--- config.mk ---
export PLATFORM = sky130hd
export DESIGN_NAME = imrq_mul
export DESIGN_NICKNAME = d
export VERILOG_FILES = /design/src/imrq_pkg.sv /design/src/imrq_mul.sv
export SDC_FILE = /design/constraint.sdc
export NUM_CORES = 2
export LEC_CHECK = 0
export BUFFER_PORTS_ARGS = -buffer_cell sky130_fd_sc_hd__clkbuf_2
export CORE_MARGIN = 8
export CORE_UTILIZATION = 50
export CTS_CLUSTER_SIZE = 28
export DETAILED_ROUTE_END_ITERATION = 8
export GPL_ROUTABILITY_DRIVEN = 0
export PLACE_DENSITY = 0.66
export RECOVER_POWER = 50
export SETUP_SLACK_MARGIN = 0.2
export SYNTH_ARGS = -nofsm -noshare
export SYNTH_HDL_FRONTEND = slang
export SYNTH_SLANG_ARGS = --single-unit
--- constraint.sdc ---
create_clock -name clk -period 17.3 [get_ports clk]
set_input_delay 0.865 -clock clk [delete_from_list [all_inputs] [get_ports clk]]
set_output_delay 0.865 -clock clk [all_outputs]
set_load 0.01 [all_outputs]
--- src/imrq_pkg.sv ---
// imrq_pkg: shared types and constants for int8_matmul_requantize
// no dependencies; used by imrq_mul and the top level
package imrq_pkg;

	typedef logic signed [31:0] word_t;
	typedef logic signed [63:0] prod_t;

	localparam logic [1:0] CFG_OUTPUT_OFFSET = 2'd0;
	localparam logic [1:0] CFG_CLAMP_LOW     = 2'd1;
	localparam logic [1:0] CFG_CLAMP_HIGH    = 2'd2;

	localparam word_t WORD_MIN = 32'sh8000_0000;
	localparam word_t WORD_MAX = 32'sh7fff_ffff;

	typedef enum logic [9:0] {
		ST_IDLE = 10'b00_0000_0001,
		ST_RD   = 10'b00_0000_0010,
		ST_MUL  = 10'b00_0000_0100,
		ST_ACC  = 10'b00_0000_1000,
		ST_RQ0  = 10'b00_0001_0000,
		ST_RQ1  = 10'b00_0010_0000,
		ST_RQ2  = 10'b00_0100_0000,
		ST_RQ3  = 10'b00_1000_0000,
		ST_RQ4  = 10'b01_0000_0000,
		ST_RQ5  = 10'b10_0000_0000
	} state_t;

endpackage

--- src/imrq_mul.sv ---
// imrq_mul: shared registered 32x32 signed multiplier
// depends on imrq_pkg
module imrq_mul (
	input  logic           clk,
	input  imrq_pkg::word_t a,
	input  imrq_pkg::word_t b,
	output imrq_pkg::prod_t p
);
	import imrq_pkg::*;

	prod_t p_q;

	always_ff @(posedge clk) begin
		p_q <= prod_t'(a) * prod_t'(b);
	end

	assign p = p_q;

endmodule

==> results_dict.tcl <==
set metrics [dict create \
    start_util 0.503 \
    async_reset_ff_frac 0 \
    first_pass_iters 5 \
    drt_iter0_markers 1423 \
    grt_pass1_wl_um 163000 \
    drive_gt1_frac 0.0357 \
    wl_per_cell_um 20.4 \
    synth_edf_count 0 \
    dp_hpwl_um 78000 \
    cp.required_ps 17630 \
    yosysTopAreaCell "fa_1" \
    numCtsBuffers 9 \
    grt_overflow_total 0 \
    hold_depth 3 \
    cts_tree "yes" \
    grt_pass1_vias 29088 \
    fmax_ghz 0.106 \
    die-area_um2 83500 \
    critPathCaptureType "flop" \
    status "completed" \
    cap_violations 0 \
    syn-num-nets 5215 \
    ys_seq_area_frac 0.0344 \
    ant_nets 0 \
    cts_max_path_buffers 2 \
    syn_inst 3884 \
    postCtsSetupBuffers 0 \
    rsz0062_at_grt "false" \
    clkSlewWorstSetupHoldPaths_ps 70 \
    nets 5190 \
    num_rows 100 \
    antenna_found_initial 5 \
    fin_area_um2 38800 \
    synth_warnings 0 \
    vias_per_cell 5.29 \
    syn_area_per_cell_um2 9.59 \
    cts.htree.levels 3 \
    ys_top_cells_by_area "fa_1 (58%), inv_1 (9.6%), and2_1 (8.7%)" \
    worstMarginPinSlew_ps 1450 \
    worstPathMaxFanout 32 \
    ctsResizeCount 0 \
    largest_register_ffs 64 \
    core_area_um2 74100 \
    fin_ws_ps 7910 \
    synthDistinctLibCells 63 \
    die_x_um 289 \
    holdPathEnd "p[0]" \
    grt.total_usage 0.254 \
    criticalPathCategory "input port to flop" \
    worstPathArrival_ps 9730 \
    drc_errors 0 \
    numClockSinks 64 \
    hold_buffers 0 \
    placed_area_um2 38600 \
    relSlewSlack 0.0351 \
    fin_crit_sh 0.543 \
    final-hold-violation-count 0 \
    routed_wl_um 98800 \
    finalMaxSlewViolations 0 \
    vias 25597 \
    fin_tns_setup_ps 0 \
    cp-start-kind "input port" \
    setup_viol 0 \
    fill_cells 6806 \
    die_y_um 289 \
    hp-start "a[0]" \
    clock-root-buffer "clkbuf_16" \
    synth_area_um2 37200 \
    area_growth_pct 4.23 \
    dpl_worst_slack_ps 7750 \
    io_buffers 128 \
    pin_count 129 \
    finalCriticalPeriod_ps 9390 \
    ys_ff_latch 64 \
    grt_max_degree 33 \
    hold_path.class "input port to flop" \
    yosys.area.top_type_share 0.582 \
    synth_ff_type "dfxtp_1" \
    worstSetupStartpoint "b[0]" \
]
[placed cells by master (no fill, tap or decap), types with 53 or more instances in the layout]
cell type / Yosys / final
clkbuf_2: 0 / 65
and2_1: 516 / 515
inv_1: 952 / 952
dfxtp_1: 64 / 64
ha_1: 184 / 184
a21oi_1: 68 / 68
clkbuf_1: 195 / 64
xnor2_1: 53 / 53
nand2_1: 511 / 511
fa_1: 1082 / 1082
[Yosys cell counts (all sizes together), types with 3 or more instances]
library cell and number:
fa 1082, inv 952, and2 516, nand2 511, clkbuf 195, ha 184, a21oi 68, dfxtp 64
xnor2 53, nor2 42, o21ai 31, a21o 25, xor2 22, nand3 15, o21bai 15, a31oi 13
and3 9, nand2b 9, a211oi 8, nand4 7, nor3 7, o31ai 7, buf 5, or3 5
and4 4, o21a 4, a21boi 3, nor2b 3, o211ai 3
[how the worst max path moves through the flow]
stage / end / slack [ps] / cells past startpoint
floorplan: p[62] / 9170 / 24
global placement: p[62] / 7800 / 24
detailed placement: p[60] / 7750 / 27
CTS: p[60] / 8110 / 27
global route: p[62] / 7500 / 23
finish: p[62] / 7910 / 23
[routing by layer]
metal  global-route usage  vias to the layer above  routed length [µm]
met1                0.326                    13564               39500
met5                    0                        -                  23
met2                0.435                      825               49500
met4               0.0922                        4                3860
li1                     -                    10985                   -
met3               0.0384                      219                5910
[cell type report]
class	count	area (µm²)	area share
Multi-Input combinational cell	2668	31600	0.815
Inverter	952	3570	0.0921
Sequential cell	64	1280	0.0330
Tap cell	969	1210	0.0312
Timing Repair Buffer	164	832	0.0214
Clock buffer	12	256	0.00661
Clock inverter	3	17.5	0.000451
Antenna cell	4	10.0	0.000258
[logic make-up after synthesis]
family                   after synthesis  share of synthesized area
buffers and inverters               1152                      0.116
AO/OA/AOI/OAI                        193                     0.0346
AND/OR/NAND/NOR                     1134                      0.154
flip-flops                            64                     0.0344
XOR/XNOR                              75                     0.0176
adder cells (fa/ha/maj)             1266                      0.643
[per-stage QoR]
step | util | hold WS [ps] | cells
finish | 0.524 | 1020 | 4836
global route | 0.524 | 1030 | 4832
CTS | 0.525 | 1010 | 4832
detailed placement | 0.521 | 1260 | 4817
global placement | 0.521 | 1260 | 4817
floorplan | - | 992 | 3884
[critical path, stage by stage]
cell and delay (ps):
clkbuf_1 1020, and2_1 300, ha_1 310, fa_1 600, fa_1 430, buf_4 220, fa_1 930, inv_1 420
fa_1 600, inv_1 60, fa_1 530, inv_1 50, fa_1 510, inv_1 60, fa_1 460, ha_1 400
and3_1 210, nand2_1 70, or3_1 370, o211ai_1 570, a31oi_1 240, o31ai_1 270, xor2_1 160
Power is not shown: default switching activity piles up to over one toggle a cycle in this logic, so the estimate is an artifact.
